## src/sv/tam_pkg.sv

```systemverilog
// shared types, constants and state encodings for the thruster allocation mixer
package tam_pkg;

  localparam int AXIS_COUNT         = 6;
  localparam int THRUSTER_COUNT_DEF = 8;
  localparam int COEF_WIDTH_DEF     = 32;

  localparam int CMD_W       = 16;
  localparam int LIMIT_W     = 24;
  localparam int WORD_W      = 32;
  localparam int INDEX_W     = 6;
  localparam int DUTY_W      = 16;
  localparam int TNUM_W      = 3;
  localparam int CFG_INDEX_W = 3;
  localparam int AXIS_W      = 3;
  localparam int SLOT_W      = 3;
  localparam int DIGIT_W     = 8;

  localparam int WRENCH_W   = 27;
  localparam int FORCE_W    = WRENCH_W + 11;
  localparam int RATIO_W    = FORCE_W + 15;
  localparam int CMD_SHIFT  = 15;
  localparam int DIV_STEPS  = 15;
  localparam int STEP_W     = 4;
  localparam int ONE_Q15    = 32768;
  localparam int DUTY_MAX   = 32767;
  localparam int DUTY_MIN   = -32768;

  localparam logic [SLOT_W-1:0] SLOT_FWD = 3'd6;
  localparam logic [SLOT_W-1:0] SLOT_REV = 3'd7;

  typedef enum logic {
    OP_MOTION = 1'b0,
    OP_LOAD   = 1'b1
  } op_t;

  typedef struct packed {
    logic               en;
    logic [INDEX_W-1:0] index;
    logic [WORD_W-1:0]  word;
  } tam_load_t;

  typedef enum logic [1:0] {
    T_IDLE,
    T_WRENCH,
    T_LANES,
    T_MERGE
  } top_state_t;

  typedef enum logic [2:0] {
    L_IDLE,
    L_FETCH,
    L_MUL,
    L_ACC,
    L_RFETCH,
    L_RMUL,
    L_RES
  } lane_state_t;

  typedef enum logic [2:0] {
    M_IDLE,
    M_SCAN,
    M_PREP,
    M_DIV,
    M_OUT
  } merge_state_t;

endpackage

```

## src/sv/tam_lane.sv

```systemverilog
// one thruster lane: coefficient store, digit-serial multiply-accumulate and ratio
module tam_lane import tam_pkg::*; #(
  parameter int THRUSTER_COUNT    = THRUSTER_COUNT_DEF,
  parameter int COEFFICIENT_WIDTH = COEF_WIDTH_DEF,
  parameter int LANE              = 0
) (
  input  logic                       clk,
  input  logic                       rst,
  input  tam_load_t                  load,
  input  logic                       start,
  input  logic signed [WRENCH_W-1:0] wrench [AXIS_COUNT],
  output logic                       done,
  output logic                       dead,
  output logic signed [RATIO_W-1:0]  ratio,
  output logic signed [RATIO_W:0]    sratio
);

  localparam int ND      = (COEFFICIENT_WIDTH + DIGIT_W - 1) / DIGIT_W;
  localparam int EXT_W   = ND * DIGIT_W;
  localparam int ACC_W   = FORCE_W + EXT_W;
  localparam int DG_W    = (ND > 1) ? $clog2(ND) : 1;
  localparam int FRAC    = COEFFICIENT_WIDTH - 8;
  localparam int RSH     = COEFFICIENT_WIDTH - 15;
  localparam int WIDE_W  = WORD_W + 48;
  localparam int MAT_LO  = LANE * AXIS_COUNT;
  localparam int FWD_IDX = THRUSTER_COUNT * AXIS_COUNT + LANE;
  localparam int REV_IDX = THRUSTER_COUNT * (AXIS_COUNT + 1) + LANE;

  lane_state_t state, state_next;

  logic [COEFFICIENT_WIDTH-1:0] mem [2**SLOT_W];
  logic [COEFFICIENT_WIDTH-1:0] rdata;
  logic [SLOT_W-1:0]            rd_addr;
  logic                         wr_en;
  logic [SLOT_W-1:0]            wr_slot;
  logic [7:0]                   idx8;
  logic signed [WIDE_W-1:0]     wide_word;

  logic [AXIS_W-1:0]            axis;
  logic [DG_W-1:0]              dig;
  logic signed [FORCE_W-1:0]    force_acc;
  logic signed [ACC_W-1:0]      acc;
  logic signed [ACC_W-1:0]      acc_next;
  logic signed [ACC_W-1:0]      acc_sh;
  logic signed [ACC_W-1:0]      acc_r;
  logic signed [FORCE_W-1:0]    mcand;
  logic signed [EXT_W-1:0]      coef_ext;
  logic [DIGIT_W-1:0]           digit;
  logic signed [DIGIT_W:0]      dsig;
  logic signed [FORCE_W+DIGIT_W:0] term;
  logic signed [RATIO_W-1:0]    rv;
  logic signed [RATIO_W:0]      rv_ext;
  logic                         fwd;
  logic                         top_digit;

  // load decode
  assign idx8      = {2'b00, load.index};
  assign wide_word = WIDE_W'($signed(load.word));

  always_comb begin
    wr_en   = 1'b0;
    wr_slot = '0;
    if (load.en) begin
      if (idx8 >= 8'(MAT_LO) && idx8 < 8'(MAT_LO + AXIS_COUNT)) begin
        wr_en   = 1'b1;
        wr_slot = SLOT_W'(idx8 - 8'(MAT_LO));
      end else if (idx8 == 8'(FWD_IDX)) begin
        wr_en   = 1'b1;
        wr_slot = SLOT_FWD;
      end else if (idx8 == 8'(REV_IDX)) begin
        wr_en   = 1'b1;
        wr_slot = SLOT_REV;
      end
    end
  end

  always_ff @(posedge clk) begin
    if (wr_en) begin
      mem[wr_slot] <= wide_word[COEFFICIENT_WIDTH-1:0];
    end
    rdata <= mem[rd_addr];
  end

  // digit-serial multiplier, most significant digit first
  assign fwd       = force_acc > 0;
  assign coef_ext  = EXT_W'($signed(rdata));
  assign digit     = coef_ext[dig*DIGIT_W +: DIGIT_W];
  assign top_digit = (dig == DG_W'(ND - 1));
  assign dsig      = top_digit ? $signed({digit[DIGIT_W-1], digit}) : $signed({1'b0, digit});
  assign mcand     = (state == L_RMUL) ? force_acc : FORCE_W'(wrench[axis]);
  assign term      = mcand * dsig;
  assign acc_next  = (top_digit ? ACC_W'(0) : (acc <<< DIGIT_W)) + ACC_W'(term);
  assign acc_sh    = acc >>> FRAC;
  assign acc_r     = acc >>> RSH;
  assign rv        = $signed(acc_r[RATIO_W-1:0]);
  assign rv_ext    = (RATIO_W+1)'(rv);

  always_ff @(posedge clk) begin
    if (rst) begin
      state <= L_IDLE;
    end else begin
      state <= state_next;
    end
  end

  always_comb begin
    state_next = state;
    rd_addr    = SLOT_W'(axis);
    case (state)
      L_IDLE: begin
        if (start) begin
          state_next = L_FETCH;
        end
      end
      L_FETCH: state_next = L_MUL;
      L_MUL: begin
        if (dig == '0) begin
          state_next = L_ACC;
        end
      end
      L_ACC: begin
        state_next = (axis == AXIS_W'(AXIS_COUNT - 1)) ? L_RFETCH : L_FETCH;
      end
      L_RFETCH: begin
        rd_addr    = fwd ? SLOT_FWD : SLOT_REV;
        state_next = L_RMUL;
      end
      L_RMUL: begin
        rd_addr = fwd ? SLOT_FWD : SLOT_REV;
        if (dig == '0) begin
          state_next = L_RES;
        end
      end
      L_RES: begin
        rd_addr    = fwd ? SLOT_FWD : SLOT_REV;
        state_next = L_IDLE;
      end
      default: state_next = L_IDLE;
    endcase
  end

  always_ff @(posedge clk) begin
    if (rst) begin
      done <= 1'b0;
    end else begin
      done <= (state == L_RES);
    end
  end

  always_ff @(posedge clk) begin
    case (state)
      L_IDLE: begin
        if (start) begin
          axis      <= '0;
          force_acc <= '0;
        end
      end
      L_FETCH, L_RFETCH: dig <= DG_W'(ND - 1);
      L_MUL, L_RMUL: begin
        acc <= acc_next;
        dig <= dig - 1'b1;
      end
      L_ACC: begin
        force_acc <= force_acc + $signed(acc_sh[FORCE_W-1:0]);
        axis      <= axis + 1'b1;
      end
      L_RES: begin
        dead <= (rdata == '0);
        if (rdata == '0) begin
          ratio  <= RATIO_W'(ONE_Q15);
          sratio <= '0;
        end else begin
          ratio  <= rv;
          sratio <= fwd ? rv_ext : -rv_ext;
        end
      end
      default: ;
    endcase
  end

endmodule

```

## config.mk

```make
export PLATFORM = sky130hd
export DESIGN_NAME = tam_lane
export DESIGN_NICKNAME = d
export VERILOG_FILES = /design/src/sv/tam_pkg.sv /design/src/sv/tam_lane.sv
export SDC_FILE = /design/constraint.sdc
export NUM_CORES = 2
export LEC_CHECK = 0
export ABC_AREA = 0
export BUFFER_PORTS_ARGS = -buffer_cell sky130_fd_sc_hd__clkbuf_2
export CELL_PAD_IN_SITES_DETAIL_PLACEMENT = 0
export CELL_PAD_IN_SITES_GLOBAL_PLACEMENT = 1
export CORE_UTILIZATION = 50
export DETAILED_ROUTE_END_ITERATION = 6
export GPL_ROUTABILITY_DRIVEN = 0
export GPL_TIMING_DRIVEN = 0
export PLACE_DENSITY_LB_ADDON = 0.25
export REMOVE_ABC_BUFFERS = 1
export SYNTH_ARGS = -nofsm -noshare
export SYNTH_HDL_FRONTEND = slang
export SYNTH_SLANG_ARGS = --single-unit
```

## constraint.sdc

```tcl
create_clock -name clk -period 10.2 [get_ports clk]
set_clock_uncertainty 0.2 [all_clocks]
set_input_delay 1.02 -clock clk [delete_from_list [all_inputs] [get_ports clk]]
set_output_delay 1.02 -clock clk [all_outputs]
set_load 0.1 [all_outputs]
```

Word-level counts from Yosys, hierarchy flattened --
Memories as Yosys holds them, arrays and structs flattened. A register that Yosys moved wholly into a read port is not among the register bits. Index checks and enable logic that the tools add are counted.
Word-level totals: logic and storage cells 75, output and inout port bits 109, bits in writable memories 256, flip-flop bits (word level) 225, memories kept 1
Memory list:
- mem | depth 8, width 32, rd ports 1, clocked after Yosys merged registers in 1, wr ports 1, RTL line tam_lane.sv:31 | logic [COEFFICIENT_WIDTH-1:0] mem [2**SLOT_W];
Cells by class: bitwise operators 1, equal/unequal tests 13, reduce and logical (&&, ||, !) cells 11, multipliers 1, magnitude comparators 4, shift operators 1, mux-type cells 29, add/subtract/negate cells 5
Operators by type and width (count):
- 27-bit binary-select mux with 3-bit select | 1
- 38-bit 2-to-1 mux | 2
- 38-bit case mux with 2 select lines | 1
- 70-bit by 47-bit adder with 70-bit output | 1
- 70-bit 2-to-1 mux | 1
- 27-bit 2-to-1 mux | 2
- 54-bit 2-to-1 mux | 1
- 53-bit negator with 54-bit output | 1
- 38-bit by 9-bit multiplier with 47-bit output | 1
- 38-bit adder | 1
- 38-bit by 1-bit greater-than comparator with 1-bit output (second input constant) | 1
- 32-bit zero test | 1
- 32-bit by 6-bit indexed part select with 8-bit output | 1
- 3-bit 2-to-1 mux | 10
- 3-bit case mux with 6 select lines | 1
- 3-bit == test (second input constant) | 4
- 6-bit == test (second input constant) | 2
- 9-bit 2-to-1 mux | 1
- 1-bit 2-to-1 mux | 7
- 3-bit by 2-bit == test with 1-bit output (second input constant) | 2
- 6-bit by 1-bit >= comparator with 1-bit output (second input constant) | 1
- 6-bit by 3-bit less-than comparator with 1-bit output (second input constant) | 1
- 3-bit case mux with 2 select lines | 1
- 4-bit >= comparator (second input constant) | 1
- other kinds (16) | 19

Logic depth before layout (Yosys ltp) --
depth after elaboration 7, mapped depth 30

Least setup slack after synthesis --
Ideal clock, no wire load.
kind input -> register, start in wrench[80] (netlist bit), end reg acc[69], data pin, data arrival time 7764 ps, setup slack 1977 ps, library setup time 259 ps, stages 26, buffers on the path 1, path through mux4_2 inv_1 o221ai_1 o21ai_0 nor2_1 fa_1 inv_1 fa_1 fa_1 inv_1 fa_1 inv_1 fa_1 inv_1 ha_1 clkbuf_1 nand4_1 nor4_1 nand3_1 a2111oi_0 a221o_1 o31ai_1 o21ai_0 a21oi_1 o21ai_1 xnor2_1
On the way: cells in the longest elaborated chain, start to end 6
Ends and longest elaborated chain:
- start: declaration | RTL line tam_lane.sv:11 | input logic signed [WRENCH_W-1:0] wrench [AXIS_COUNT],
- 27-bit binary-select mux with 3-bit select | RTL line tam_lane.sv:90 | assign mcand = (state == L_RMUL) ? force_acc : FORCE_W'(wrench[axis]);
- 27-bit 2-to-1 mux (implied by the code) (2 in series) | RTL line tam_lane.sv:90
- 38-bit 2-to-1 mux | RTL line tam_lane.sv:90
- 38-bit by 9-bit multiplier with 47-bit output | RTL line tam_lane.sv:91 | assign term = mcand * dsig;
- 70-bit by 47-bit adder with 70-bit output | RTL line tam_lane.sv:92 | assign acc_next = (top_digit ? ACC_W'(0) : (acc <<< DIGIT_W)) + ACC_W'(term);
- net acc_next[69] | RTL line tam_lane.sv:43 | logic signed [ACC_W-1:0] acc_next;
- end signal: assignment | RTL line tam_lane.sv:160 | acc <= acc_next;
- end: declaration | RTL line tam_lane.sv:42 | logic signed [ACC_W-1:0] acc;
The timed path passes the listed nets, and every way through them passes these cells. The select of a mux whose other input is x is not followed. A chain may end at the register's enable or synchronous reset.

Worst setup path in the final report --
start reg state[2], end reg acc[69], data pin
On the way: cells in the longest elaborated chain, start to end 4
Ends and longest elaborated chain:
- start: declaration | RTL line tam_lane.sv:29 | lane_state_t state, state_next;
- start signal: assignment | RTL line tam_lane.sv:102 | state <= state_next;
- 3-bit == test | RTL line tam_lane.sv:90
- 38-bit 2-to-1 mux | RTL line tam_lane.sv:90
- 38-bit by 9-bit multiplier with 47-bit output | RTL line tam_lane.sv:91
- 70-bit by 47-bit adder with 70-bit output | RTL line tam_lane.sv:92
- net acc_next[69] | RTL line tam_lane.sv:43
The timed path passes the listed nets, and every way through them passes these cells.

==> results_dict.tcl <==
set metrics [dict create \
    core_area_um2 76100 \
    floorplan.initialDensity 0.506 \
    placed_cells 4638 \
    cap_violations 0 \
    grt.total_usage 0.270 \
    setup_viol 0 \
    finalNonFillerCells 4756 \
    fin_crit_ns 9.79 \
    grtUsageMet2 0.458 \
    crit_fanout 77 \
    fp.dieArea_um2 78100 \
    drc 0 \
    hold_path_end "state[1]" \
    drive_gt1_frac 0.169 \
    max-slew-margin-rel 0.221 \
    regToRegStartpoint "state[2]" \
    ys_seq_elements 512 \
    place_hpwl_um 77600 \
    avgViaCountPerCell 5.52 \
    r2r_end "acc[69]" \
    place_ws_ns -1.71 \
    rsz0062_at_grt "no" \
    hold_start "rst" \
    met3_usage 0.0416 \
    synth_top_area_share 0.372 \
    clk-insertion-delay-late_ns 0.65 \
    routedWlPerCell_um 21.6 \
    finalHoldViolations 0 \
    yosys.area.top_type "edfxtp_1" \
    synth_edf_count 476 \
    syn-cell-area_um2 38500 \
    hold_path.class "in2reg" \
    clk_pin_slew_ns 0.06 \
    synth_cell_type_count 72 \
    vias 26265 \
    reg2reg_slack_ns 0.41 \
    ys_seq_area_frac 0.390 \
    busiest_layer "met2" \
    whs_path_depth 2 \
    wl_um 103000 \
    avgSynthCellArea_um2 11.4 \
    fmax_mhz 102 \
    grt_overflow_total 0 \
    setup.worst_path.start_class "flop" \
    first_iter_violations 1659 \
    finalWorstSetupSlack_ns 0.409 \
    cts_buffer_depth 3 \
    ioPinCount 313 \
    max_slew.worst_pin.slew_ns 1.16 \
    arrival_ns 9.95 \
    synthArstFlopShare 0 \
    worst_r2r_path_depth 27 \
    synth_flop_cell "edfxtp_1" \
    port_buffers 312 \
    synth_area_leaders "edfxtp_1, fa_1, ha_1, mux4_2, inv_1" \
    postRouteAntennaNets 0 \
    cts_root_buffer "clkbuf_16" \
    use_met1 0.356 \
    status "complete, no violations" \
    critPathCaptureType "flop" \
    grt_max_degree 78 \
    cts_max_level 2 \
    synth_warnings 0 \
    nets 4427 \
    crit_type "reg2reg" \
    cts_buffers 54 \
    detail_route.first_pass.iterations 5 \
    setup-tns-final_ns 0 \
    worstPathRequired_ns 10.36 \
    cts_tree "done" \
    die_height_um 279 \
    area_growth_syn_to_layout_pct 14.0 \
    drv_slew 0 \
    num_rows 101 \
    grt_pass1_vias 27357 \
    cts.sinks 512 \
    final.period_utilization 0.960 \
    hold-worst-slack_ns 0.405 \
    grt_pass1_wl_um 160000 \
    synthCells 3385 \
    antenna_found_initial 7 \
    fp.dieW_um 279 \
]
==> per-layer routing <==
layer  wire (µm)  part of all wire
met1       42700              0.42
met2       49600              0.48
met3        6820             0.067
met4        3370             0.033
met5          39           0.00038
==> metrics by stage <==
stage                util  area [µm²]
floorplan               -       37900
global placement    0.536       40800
detailed placement  0.551       41900
CTS                 0.576       43800
global route        0.577       43900
finish              0.577       43900
==> worst max path at each step <==
stage | from | to | depth (start not counted)
after floorplan | axis[0] | acc[69] | 25
after detailed placement | axis[2] | acc[69] | 25
after global routing | axis[0] | acc[67] | 28
final | state[2] | acc[69] | 27
after global placement | dig[0] | acc[69] | 23
after CTS | axis[1] | acc[69] | 27
==> flip-flops by register name, summed over array words and instances (netlist names) <==
register,flops
state,3
done,1
axis,3
mem,256
dead,1
dig,2
force_acc,38
sratio,53
ratio,53
acc,70
coef_ext,32
==> cell usage in the layout, fill, tap and decap left out, types with 64 or more instances in the layout <==
cell,n
edfxtp_1,476
clkbuf_2,312
a21oi_1,144
ha_1,184
nand2_1,293
xnor2_1,86
o21ai_0,100
inv_1,507
mux4_2,97
a21o_1,64
fa_1,361
nor2_1,247
nor2b_1,138
==> repair_timing <==
| item | 4_1_cts | 5_1_grt |
|---|---|---|
| setup endpoints to repair | 7 | 1 |
| hold buffers | 0 | 0 |
| buffers inserted | 10 | 2 |
| cloned | 1 | 0 |
| resized for setup | 8 | 3 |
| hold endpoints to repair | 0 | 0 |
==> cell families after synthesis <==
kind of cell / count (synthesis) / share of synthesized area
buf+inv: 645 / 0.0634
compound gates: 500 / 0.0833
simple gates: 882 / 0.109
fa+ha+maj: 546 / 0.248
xor+xnor: 138 / 0.0314
flops: 512 / 0.390
mux: 162 / 0.0748
==> synth_stat cells, types with 19 or more instances <==
cell,count
o21a_1,49
nand4_1,27
inv_1,510
a21o_1,64
nor2b_1,138
nor4_1,19
a31oi_1,20
o221ai_1,27
nor2_1,251
or3_1,19
ha_1,185
xor2_1,52
mux2_2,35
o21ai_0,104
edfxtp_1,476
clkbuf_1,116
mux2i_1,30
nand2_1,296
nor3_1,29
a21oi_1,147
fa_1,361
dfxtp_1,36
xnor2_1,86
and2_1,35
mux4_2,97
==> critical path: stages (launching register included) <==
cell and delay (ns):
dfxtp_1 0.84, nand2_4 0.15, buf_16 0.25, o221ai_2 0.15, buf_8 0.22, o21ai_0 0.30
nor2_1 0.27, fa_1 0.45, inv_1 0.23, fa_1 0.60, fa_1 0.81, clkinvlp_4 0.21
buf_12 0.18, fa_1 0.54, inv_1 0.07, fa_1 0.47, inv_1 0.04, ha_1 0.41
nand4_1 0.22, nor4_2 0.54, nand3_1 0.36, a2111oi_4 0.51, a221o_1 0.33, o31ai_1 0.21
o21ai_0 0.26, a21oi_1 0.14, o21ai_1 0.24, xnor2_1 0.16
==> cell type report <==
type                            count  area, µm²
Fill cell                        6467      32200
Timing Repair inverter              1       5.00
Multi-Input combinational cell   2228      21200
Inverter                          510       1930
Antenna cell                        4       10.0
Clock buffer                       67       1430
Clock inverter                     34        365
Timing Repair Buffer              370       2610
Tap cell                         1030       1290
Sequential cell                   512      15000
Power is not shown: default switching activity piles up to over one toggle a cycle in this logic, so the estimate is an artifact.
