### src/sv/tam_pkg.sv
// shared types, constants and state encodings for the thruster allocation mixer
package tam_pkg;

  localparam int AXIS_COUNT         = 6;
  localparam int THRUSTER_COUNT_DEF = 8;
  localparam int COEF_WIDTH_DEF     = 32;

  localparam int CMD_W       = 16;
  localparam int LIMIT_W     = 24;
  localparam int WORD_W      = 32;
  localparam int INDEX_W     = 6;
  localparam int DUTY_W      = 16;
  localparam int TNUM_W      = 3;
  localparam int CFG_INDEX_W = 3;
  localparam int AXIS_W      = 3;
  localparam int SLOT_W      = 3;
  localparam int DIGIT_W     = 8;

  localparam int WRENCH_W   = 27;
  localparam int FORCE_W    = WRENCH_W + 11;
  localparam int RATIO_W    = FORCE_W + 15;
  localparam int CMD_SHIFT  = 15;
  localparam int DIV_STEPS  = 15;
  localparam int STEP_W     = 4;
  localparam int ONE_Q15    = 32768;
  localparam int DUTY_MAX   = 32767;
  localparam int DUTY_MIN   = -32768;

  localparam logic [SLOT_W-1:0] SLOT_FWD = 3'd6;
  localparam logic [SLOT_W-1:0] SLOT_REV = 3'd7;

  typedef enum logic {
    OP_MOTION = 1'b0,
    OP_LOAD   = 1'b1
  } op_t;

  typedef struct packed {
    logic               en;
    logic [INDEX_W-1:0] index;
    logic [WORD_W-1:0]  word;
  } tam_load_t;

  typedef enum logic [1:0] {
    T_IDLE,
    T_WRENCH,
    T_LANES,
    T_MERGE
  } top_state_t;

  typedef enum logic [2:0] {
    L_IDLE,
    L_FETCH,
    L_MUL,
    L_ACC,
    L_RFETCH,
    L_RMUL,
    L_RES
  } lane_state_t;

  typedef enum logic [2:0] {
    M_IDLE,
    M_SCAN,
    M_PREP,
    M_DIV,
    M_OUT
  } merge_state_t;

endpackage

### src/sv/tam_if.sv


interface tam_out_if import tam_pkg::*; ();
  logic                     valid;
  logic                     ready;
  logic [TNUM_W-1:0]        thruster_number;
  logic signed [DUTY_W-1:0] duty_value;
  logic                     last_thruster;

  modport source (
    output valid, thruster_number, duty_value, last_thruster,
    input  ready
  );
  modport sink (
    input  valid, thruster_number, duty_value, last_thruster,
    output ready
  );
endinterface

### src/sv/tam_merge.sv
// merge stage: common factor over lanes, restoring division and duty output
module tam_merge import tam_pkg::*; #(
  parameter int THRUSTER_COUNT = THRUSTER_COUNT_DEF
) (
  input  logic                      clk,
  input  logic                      rst,
  input  logic                      start,
  input  logic signed [RATIO_W-1:0] ratio  [THRUSTER_COUNT],
  input  logic signed [RATIO_W:0]   sratio [THRUSTER_COUNT],
  input  logic                      dead   [THRUSTER_COUNT],
  output logic                      done,
  tam_out_if.source                 out_ch
);

  localparam int TIW = (THRUSTER_COUNT > 1) ? $clog2(THRUSTER_COUNT) : 1;

  merge_state_t state, state_next;

  logic [TIW-1:0]            idx;
  logic signed [RATIO_W-1:0] factor;
  logic [RATIO_W:0]          rem;
  logic [RATIO_W:0]          rem2;
  logic [RATIO_W:0]          mag;
  logic [RATIO_W:0]          f_ext;
  logic [DIV_STEPS-1:0]      q;
  logic [DIV_STEPS-1:0]      qn;
  logic [STEP_W-1:0]         step;
  logic                      neg;
  logic                      qbit;
  logic                      last_idx;
  logic signed [DUTY_W-1:0]  duty;

  assign last_idx = (idx == TIW'(THRUSTER_COUNT - 1));
  assign mag      = sratio[idx][RATIO_W] ? unsigned'(-sratio[idx]) : unsigned'(sratio[idx]);
  assign f_ext    = (RATIO_W+1)'(unsigned'(factor));
  assign rem2     = {rem[RATIO_W-1:0], 1'b0};
  assign qbit     = (rem2 >= f_ext);
  assign qn       = {q[DIV_STEPS-2:0], qbit};

  assign out_ch.valid           = (state == M_OUT);
  assign out_ch.thruster_number = TNUM_W'(idx);
  assign out_ch.duty_value      = duty;
  assign out_ch.last_thruster   = last_idx;

  always_ff @(posedge clk) begin
    if (rst) begin
      state <= M_IDLE;
    end else begin
      state <= state_next;
    end
  end

  always_comb begin
    state_next = state;
    done       = 1'b0;
    case (state)
      M_IDLE: begin
        if (start) begin
          state_next = M_SCAN;
        end
      end
      M_SCAN: begin
        if (last_idx) begin
          state_next = M_PREP;
        end
      end
      M_PREP: begin
        if (dead[idx] || mag >= f_ext) begin
          state_next = M_OUT;
        end else begin
          state_next = M_DIV;
        end
      end
      M_DIV: begin
        if (step == STEP_W'(DIV_STEPS - 1)) begin
          state_next = M_OUT;
        end
      end
      M_OUT: begin
        if (out_ch.ready) begin
          if (last_idx) begin
            state_next = M_IDLE;
            done       = 1'b1;
          end else begin
            state_next = M_PREP;
          end
        end
      end
      default: state_next = M_IDLE;
    endcase
  end

  always_ff @(posedge clk) begin
    case (state)
      M_IDLE: begin
        if (start) begin
          idx    <= '0;
          factor <= RATIO_W'(ONE_Q15);
        end
      end
      M_SCAN: begin
        if (ratio[idx] > factor) begin
          factor <= ratio[idx];
        end
        idx <= last_idx ? '0 : idx + 1'b1;
      end
      M_PREP: begin
        rem  <= mag;
        q    <= '0;
        step <= '0;
        neg  <= sratio[idx][RATIO_W];
        if (dead[idx]) begin
          duty <= '0;
        end else if (mag >= f_ext) begin
          duty <= sratio[idx][RATIO_W] ? DUTY_W'(DUTY_MIN) : DUTY_W'(DUTY_MAX);
        end
      end
      M_DIV: begin
        rem  <= qbit ? rem2 - f_ext : rem2;
        q    <= qn;
        step <= step + 1'b1;
        if (step == STEP_W'(DIV_STEPS - 1)) begin
          duty <= neg ? -$signed({1'b0, qn}) : $signed({1'b0, qn});
        end
      end
      M_OUT: begin
        if (out_ch.ready && !last_idx) begin
          idx <= idx + 1'b1;
        end
      end
      default: ;
    endcase
  end

  a_start_idle: assert property (@(posedge clk) disable iff (rst)
    start |-> state == M_IDLE)
    else $error("merge started while busy");

  a_div_below: assert property (@(posedge clk) disable iff (rst)
    state == M_DIV |-> rem < f_ext)
    else $error("division remainder not below factor");

  a_factor_floor: assert property (@(posedge clk) disable iff (rst)
    state == M_PREP |-> factor >= RATIO_W'(ONE_Q15))
    else $error("common factor below one");

endmodule

### src/flat_wrapper.sv
// flat-port wrapper written by rule: the top's interface ports become plain ports
module tam_merge_flat import tam_pkg::*;
#(
  parameter int THRUSTER_COUNT = THRUSTER_COUNT_DEF
)
  (clk, rst, start, ratio, sratio, dead, done, out_ch_valid, out_ch_thruster_number, out_ch_duty_value, out_ch_last_thruster, out_ch_ready);
  tam_out_if out_ch_i ();
  input  logic clk;
  input  logic rst;
  input  logic start;
  input  logic signed [RATIO_W-1:0] ratio[THRUSTER_COUNT];
  input  logic signed [RATIO_W:0] sratio[THRUSTER_COUNT];
  input  logic dead[THRUSTER_COUNT];
  output logic done;
  output wire logic [$bits(out_ch_i.valid)-1:0] out_ch_valid;
  output wire logic [$bits(out_ch_i.thruster_number)-1:0] out_ch_thruster_number;
  output wire logic [$bits(out_ch_i.duty_value)-1:0] out_ch_duty_value;
  output wire logic [$bits(out_ch_i.last_thruster)-1:0] out_ch_last_thruster;
  input wire logic [$bits(out_ch_i.ready)-1:0] out_ch_ready;
  assign out_ch_valid = out_ch_i.valid;
  assign out_ch_thruster_number = out_ch_i.thruster_number;
  assign out_ch_duty_value = out_ch_i.duty_value;
  assign out_ch_last_thruster = out_ch_i.last_thruster;
  assign out_ch_i.ready = out_ch_ready;
  tam_merge #(.THRUSTER_COUNT(THRUSTER_COUNT)) u_core (.clk(clk), .rst(rst), .start(start), .ratio(ratio), .sratio(sratio), .dead(dead), .done(done), .out_ch(out_ch_i));
endmodule
### config.mk
export PLATFORM = sky130hd
export DESIGN_NAME = tam_merge_flat
export DESIGN_NICKNAME = d
export VERILOG_FILES = /design/src/sv/tam_pkg.sv /design/src/sv/tam_if.sv /design/src/sv/tam_merge.sv /design/src/flat_wrapper.sv
export SDC_FILE = /design/constraint.sdc
export NUM_CORES = 1
export LEC_CHECK = 0
export ABC_AREA = 1
export ABC_CLOCK_PERIOD_IN_PS = 7600
export BUFFER_PORTS_ARGS = -buffer_cell sky130_fd_sc_hd__buf_4
export CAP_MARGIN = 20
export CORE_AREA = 4 4 344 346
export DETAILED_ROUTE_END_ITERATION = 6
export DIE_AREA = 0 0 348 350
export GPL_TIMING_DRIVEN = 1
export PLACE_DENSITY = 0.44
export SYNTH_ARGS = -nofsm -noshare
export SYNTH_HDL_FRONTEND = slang
export SYNTH_SLANG_ARGS = --single-unit
### constraint.sdc
create_clock -name clk -period 7.6 [get_ports clk]
set_input_delay 1.14 -clock clk [delete_from_list [all_inputs] [get_ports clk]]
set_output_delay 1.14 -clock clk [all_outputs]
set_load 0.02 [all_outputs]
Word-level counts from Yosys, hierarchy flattened
Cells that the tools add are included.
- register bits: 147
- add/subtract/negate cells: 5
- magnitude comparators: 4
- equality and inequality tests: 13
- multiplexer cells: 37
- bitwise gates (word level): 1
- reduce and logical (&&, ||, !) cells: 11
- operators by type and width (cell ; count):
    $mux W53 ; 5
    $pmux W53 S2 ; 2
    $bmux W54 S3 ; 1
    $mux W54 ; 3
    $bmux W53 S3 ; 1
    $ge A54 B53 Y1 ; 2
    $mux W16 ; 5
    $neg A54 Y54 ; 1
    $gt A53 B53 Y1 ; 1
    $sub A53 B53 Y53 ; 1
    $pmux W16 S2 ; 1
    $pmux W14 S2 ; 1
    $mux W3 ; 8
    $neg A15 Y16 ; 1
    $pmux W3 S5 ; 1
    $ne A2 B1 Y1 const B ; 5
    $pmux W3 S3 ; 1
    $reduce_and A3 Y1 ; 3
    $pmux W4 S2 ; 1
    $eq A3 B2 Y1 const B ; 2
    $eq A3 B3 Y1 const B ; 2
    $mux W1 ; 5
    $add A4 B1 Y4 const B ; 1
    $eq A4 B4 Y1 const B ; 1
    15 further kinds ; 16

Depth between registers and ports, before layout
- word-level depth: 10
- mapped depth: 37
- gate-level depth less buffers: 35

Worst setup path after synthesis
Ideal clock, no wire load.
- path kind: register to register
- start: register u_core.idx[0] (netlist: u_core.out_ch.thruster_number[0])
- end: register u_core.factor[0] (enable)
- setup time: 0.481 ns
- arrival: 5.863 ns
- data required time: 7.119 ns
- path slack: 1.256 ns
- cell stages (with the launch flop): 23
- path buffers: 6
- period minus slack after synthesis: 6.344 ns
- cells stage by stage: edfxtp_1 -> inv_2 -> buf_6 -> buf_6 -> buf_6 -> buf_2 -> clkbuf_1 -> clkbuf_1 -> nor2_1 -> o22ai_1 -> nand2_1 -> nand2_1 -> ha_1 -> a21oi_1 -> o21a_1 -> o221ai_1 -> nand2_1 -> o2111ai_1 -> a21oi_1 -> nand3_1 -> nand2_1 -> nand3_1 -> a21oi_1
- word-level cells in the longest chain between the ends: 7
- RTL lines (element ; RTL line ; RTL):
    start: declaration ; tam_merge.sv:19 ; logic [TIW-1:0] idx;
    start signal: assignment ; tam_merge.sv:105 ; idx <= last_idx ? '0 : idx + 1'b1;
    start signal: assignment ; tam_merge.sv:128 ; idx <= idx + 1'b1;
    $not A3 Y4 (implied by the code) ; tam_merge.sv:102 ; if (ratio[idx] > factor) begin
    $bmux W53 S3 ; tam_merge.sv:102 ;
    $mux W53 (implied by the code) (2 in a row) ; tam_merge.sv:102 ;
    $gt A53 B53 Y1 ; tam_merge.sv:102 ;
    $ne A2 B1 Y1 (no line) ; n/a ;
    $reduce_and A3 Y1 (no line) ; n/a ;
    end signal: assignment ; tam_merge.sv:98 ; factor <= RATIO_W'(ONE_Q15);
    end signal: assignment ; tam_merge.sv:103 ; factor <= ratio[idx];
    end: declaration ; tam_merge.sv:20 ; logic signed [RATIO_W-1:0] factor;
No other way between the ends. The select of a mux whose other input is x is not followed.
A chain may end at the register's enable or synchronous reset.

Worst setup path in the final report
- start: register u_core.idx[0] (netlist: u_core.out_ch.thruster_number[0])
- end: register u_core.duty[12] (netlist: u_core.out_ch.duty_value[12]) (enable)
- word-level cells in the longest chain between the ends: 9
- RTL lines (element ; RTL line ; RTL):
    $not A3 Y4 (implied by the code) (*) ; tam_merge.sv:34, tam_merge.sv:112 ;
    $bmux W54 S3 ; tam_merge.sv:34 ; assign mag = sratio[idx][RATIO_W] ? unsigned'(-sratio[idx]) : unsigned'(sratio[idx]);
    $mux W54 (implied by the code) (2 in a row) ; tam_merge.sv:34 ;
    $neg A54 Y54 ; tam_merge.sv:34 ;
    $mux W54 ; tam_merge.sv:34 ;
    $ge A54 B53 Y1 ; tam_merge.sv:114 ; end else if (mag >= f_ext) begin
    $ne A3 B1 Y1 (no line) (*) ; n/a ;
    $reduce_and A3 Y1 (no line) (*) ; n/a ;
    end signal: assignment ; tam_merge.sv:115 ; duty <= sratio[idx][RATIO_W] ? DUTY_W'(DUTY_MIN) : DUTY_W'(DUTY_MAX);
    end signal: assignment ; tam_merge.sv:123 ; duty <= neg ? -$signed({1'b0, qn}) : $signed({1'b0, qn});
    end: declaration ; tam_merge.sv:31 ; logic signed [DUTY_W-1:0] duty;
Mark *: on every way between the ends. The rest lies on a longest branch, timed or not. The select of a mux whose other input is x is not followed.

==> results.toml <==
[clocking]
holdBufCountCts = 0
cts_tree = "done"
numCtsBuffers = 17
clk_pin_slew_worst_paths_ns = 0.08
htreeDepth = 4
post_cts_buffers = 0
cts_sinks = 147
postCtsResizedCells = 0
clockBufferDepth = 2
cts-root-buf = "clkbuf_16"
clk_latency_ns = 0.48

[logic_synthesis]
synth_edf_count = 144
synth_cell_type_count = 56
yosys_register_bits = 147
post_synth_instance_area_sq_um = 22700
yosysSeqAreaShare_pct = 19.3
yosysWarnings = 0
syn_area_per_cell_sq_um = 5.88
synth_ff_type = "edfxtp_1"
netlist_instances = 3863
synth_nets = 4897
asyncSetResetFlopFracSynth_pct = 0

[route]
ant_nets = 0
wl_per_cell_um = 22.2
drt_wl_total_um = 137000
vias_per_cell = 4.67
drc = 0
vias = 28700
drtIter0Drc = 2269
dr.pass1.iters = 6

[die]
die_h_um = 350
dieArea_sq_um = 122000
ios = 890
core_area_sq_um = 115000
fp-row-count = 125
start_util_pct = 19.7
die_x_um = 348

[timing]
finalSetupViolCount = 0
tightest_slew_ns = 1.04
skew_ns = 0.0189
rsz0062_at_grt = "no"
period_share_pct = 78.2
period_needed_ns = 5.94
finalSetupTns_ns = 0
fmax_ghz = 0.168
relSlewSlack_pct = 29.8
slew_viol_final = 0
hold_viol_final = 0

[global_route]
grt_antenna_before_repair = 24
grt_max_degree = 183
grt-ovfl-total = 0
grt_first_pass_wirelength_um = 191000
first_global_vias = 27700
grt_util_all_layers_pct = 21.3

[placement]
dp_hpwl_um = 114000
port_buffers = 889
dp_cells = 6105
routabilityCongestion = 0.952

[outcome]
status = "completed"

[final_layout]
final_cells = 6156
drive_gt1_share_pct = 22.0
syn_to_final_growth_pct = 37.2
fin_nets = 5634

[power_and_ir_drop]
switching_share_pct = 61.1
p_int_mw = 5.79
p_total_mw = 14.9
powerDensity_nw_per_um2 = 477
clkPwrFrac_pct = 5.7
p_comb_share_pct = 83.4
cellLeakagePower_nw = 15.5
seqPwrFrac_pct = 10.9
p_sw_mw = 9.08
irDropWorstVdd_mv = 0.239

[worst_setup_path]
critPathLaunchType = "flop"
cpMostUsedCell = "nand2_1"
critPathRequiredTime_ns = 7.70
slowest_stage = "inv_1"
cp.arrival_ns = 6.04
end_kind = "flop"
cp_max_fo = 103
critical_path_class = "flop to flop"
max_stage_delay_ns = 0.58

[worst_hold_path]
hold_class = "flop to flop"

[job]
maxCapViolations = 0
-- flip-flops by register name, indices dropped and copies added, names as in the netlist --
signal                         flops
u_core.factor                     53
u_core.rem                        53
u_core.out_ch.duty_value          16
u_core.q                          14
u_core.step                        4
u_core.out_ch.thruster_number      3
u_core.state                       3
u_core.neg                         1
-- worst max-delay path: cells and delay by family, from the launching register on --
kind / cells / cell delay (ns)
flip-flops: 1 / 0.38
AO/OA/AOI/OAI: 1 / 0.37
adder cells (fa/ha/maj): 2 / 0.51
AND/OR/NAND/NOR: 24 / 2.62
buffers and inverters: 5 / 1.34
XOR/XNOR: 1 / 0.18
-- layout make-up --
class,count,area (sq um)
Clock inverter,14,120
Fill cell,13500,84300
Timing Repair Buffer,920,7020
Multi-Input combinational cell,3061,15500
Clock buffer,18,429
Sequential cell,147,4380
Antenna cell,19,47.5
Tap cell,1524,1910
Inverter,453,1720
-- layer usage --
metal | share of wire, % | track usage (%) | vias up
met5 | 0.020 | 1.18 | -
met4 | 3.1 | 8.08 | 4
met3 | 6.4 | 4.78 | 121
met2 | 47 | 35.0 | 949
met1 | 43 | 27.2 | 13400
li1 | - | - | 14200
-- placed cells by master (no fill, tap or decap), types with 19 or more instances in the layout --
| master | n |
|---|---|
| nor2_1 | 529 |
| buf_4 | 911 |
| o22ai_1 | 110 |
| a21oi_1 | 189 |
| xor2_1 | 55 |
| nand2_1 | 1074 |
| nor3_1 | 23 |
| o21ai_0 | 390 |
| xnor2_1 | 38 |
| edfxtp_1 | 144 |
| o211ai_1 | 23 |
| nand4_1 | 37 |
| nand3_1 | 246 |
| o21ai_1 | 49 |
| ha_1 | 165 |
| inv_1 | 439 |
| diode_2 | 19 |
-- cell usage after synthesis (15+ instances only) --
cell,number,area share (%)
ha_1,165,9.1
buf_4,21,0.69
buf_6,27,1.3
xor2_1,55,2.1
nand4_1,37,1.0
o21ai_0,390,8.6
inv_1,440,7.3
edfxtp_1,144,19
clkbuf_1,89,1.5
o22ai_1,110,3.0
xnor2_1,38,1.5
o21ai_1,49,1.1
nor3_1,23,0.51
a21oi_1,190,4.2
nand3_1,246,5.4
o211ai_1,23,0.76
buf_1,15,0.25
buf_2,49,1.1
nand2_1,1075,18
nor2_1,530,8.8
-- power groups by stage --
stage          logic, mW  clock network [mW]  registers (mW)
4_1_cts             12.4               0.874            1.61
5_1_grt             13.8               0.904            1.64
3_5_place_dp        12.3                   0            1.62
6_report            12.4               0.852            1.61
2_1_floorplan       8.16                   0            1.63
3_3_place_gp        12.3                   0            1.62
-- logic make-up after synthesis --
group	synth area share, %
DFF	19.3
buffers and inverters	12.4
adders and majority gates	9.18
and+or+nand+nor	35.4
xor gates and xnor gates	3.80
AOI/OAI and AO/OA	20.0
-- per-stage QoR --
step	setup WS [ns]	area (sq um)	util (%)	hold slack (ns)
after detailed placement	1.53	30600	26.5	0.608
after CTS	1.58	31100	26.9	0.624
final	1.66	31200	27.0	0.617
after global routing	1.07	31100	27.0	0.648
after global placement	1.50	30600	26.5	0.599
after floorplan	1.26	22700	-	0.559
-- path summary, 6_finish.rpt --
kind,slack (ns),endpoint,depth (start not counted),startpoint
setup / recovery,1.66,u_core.out_ch.duty_value[12]$_DFFE_PP_,33,u_core.out_ch.thruster_number[0]$_DFFE_PP_
hold / removal,0.62,u_core.rem[11]$_DFFE_PP_,2,u_core.rem[10]$_DFFE_PP_
setup reg to reg,1.66,u_core.out_ch.duty_value[12]$_DFFE_PP_,33,u_core.out_ch.thruster_number[0]$_DFFE_PP_
hold reg to reg,0.62,u_core.rem[11]$_DFFE_PP_,2,u_core.rem[10]$_DFFE_PP_
Note: power is estimated with default switching activity, not from simulation.
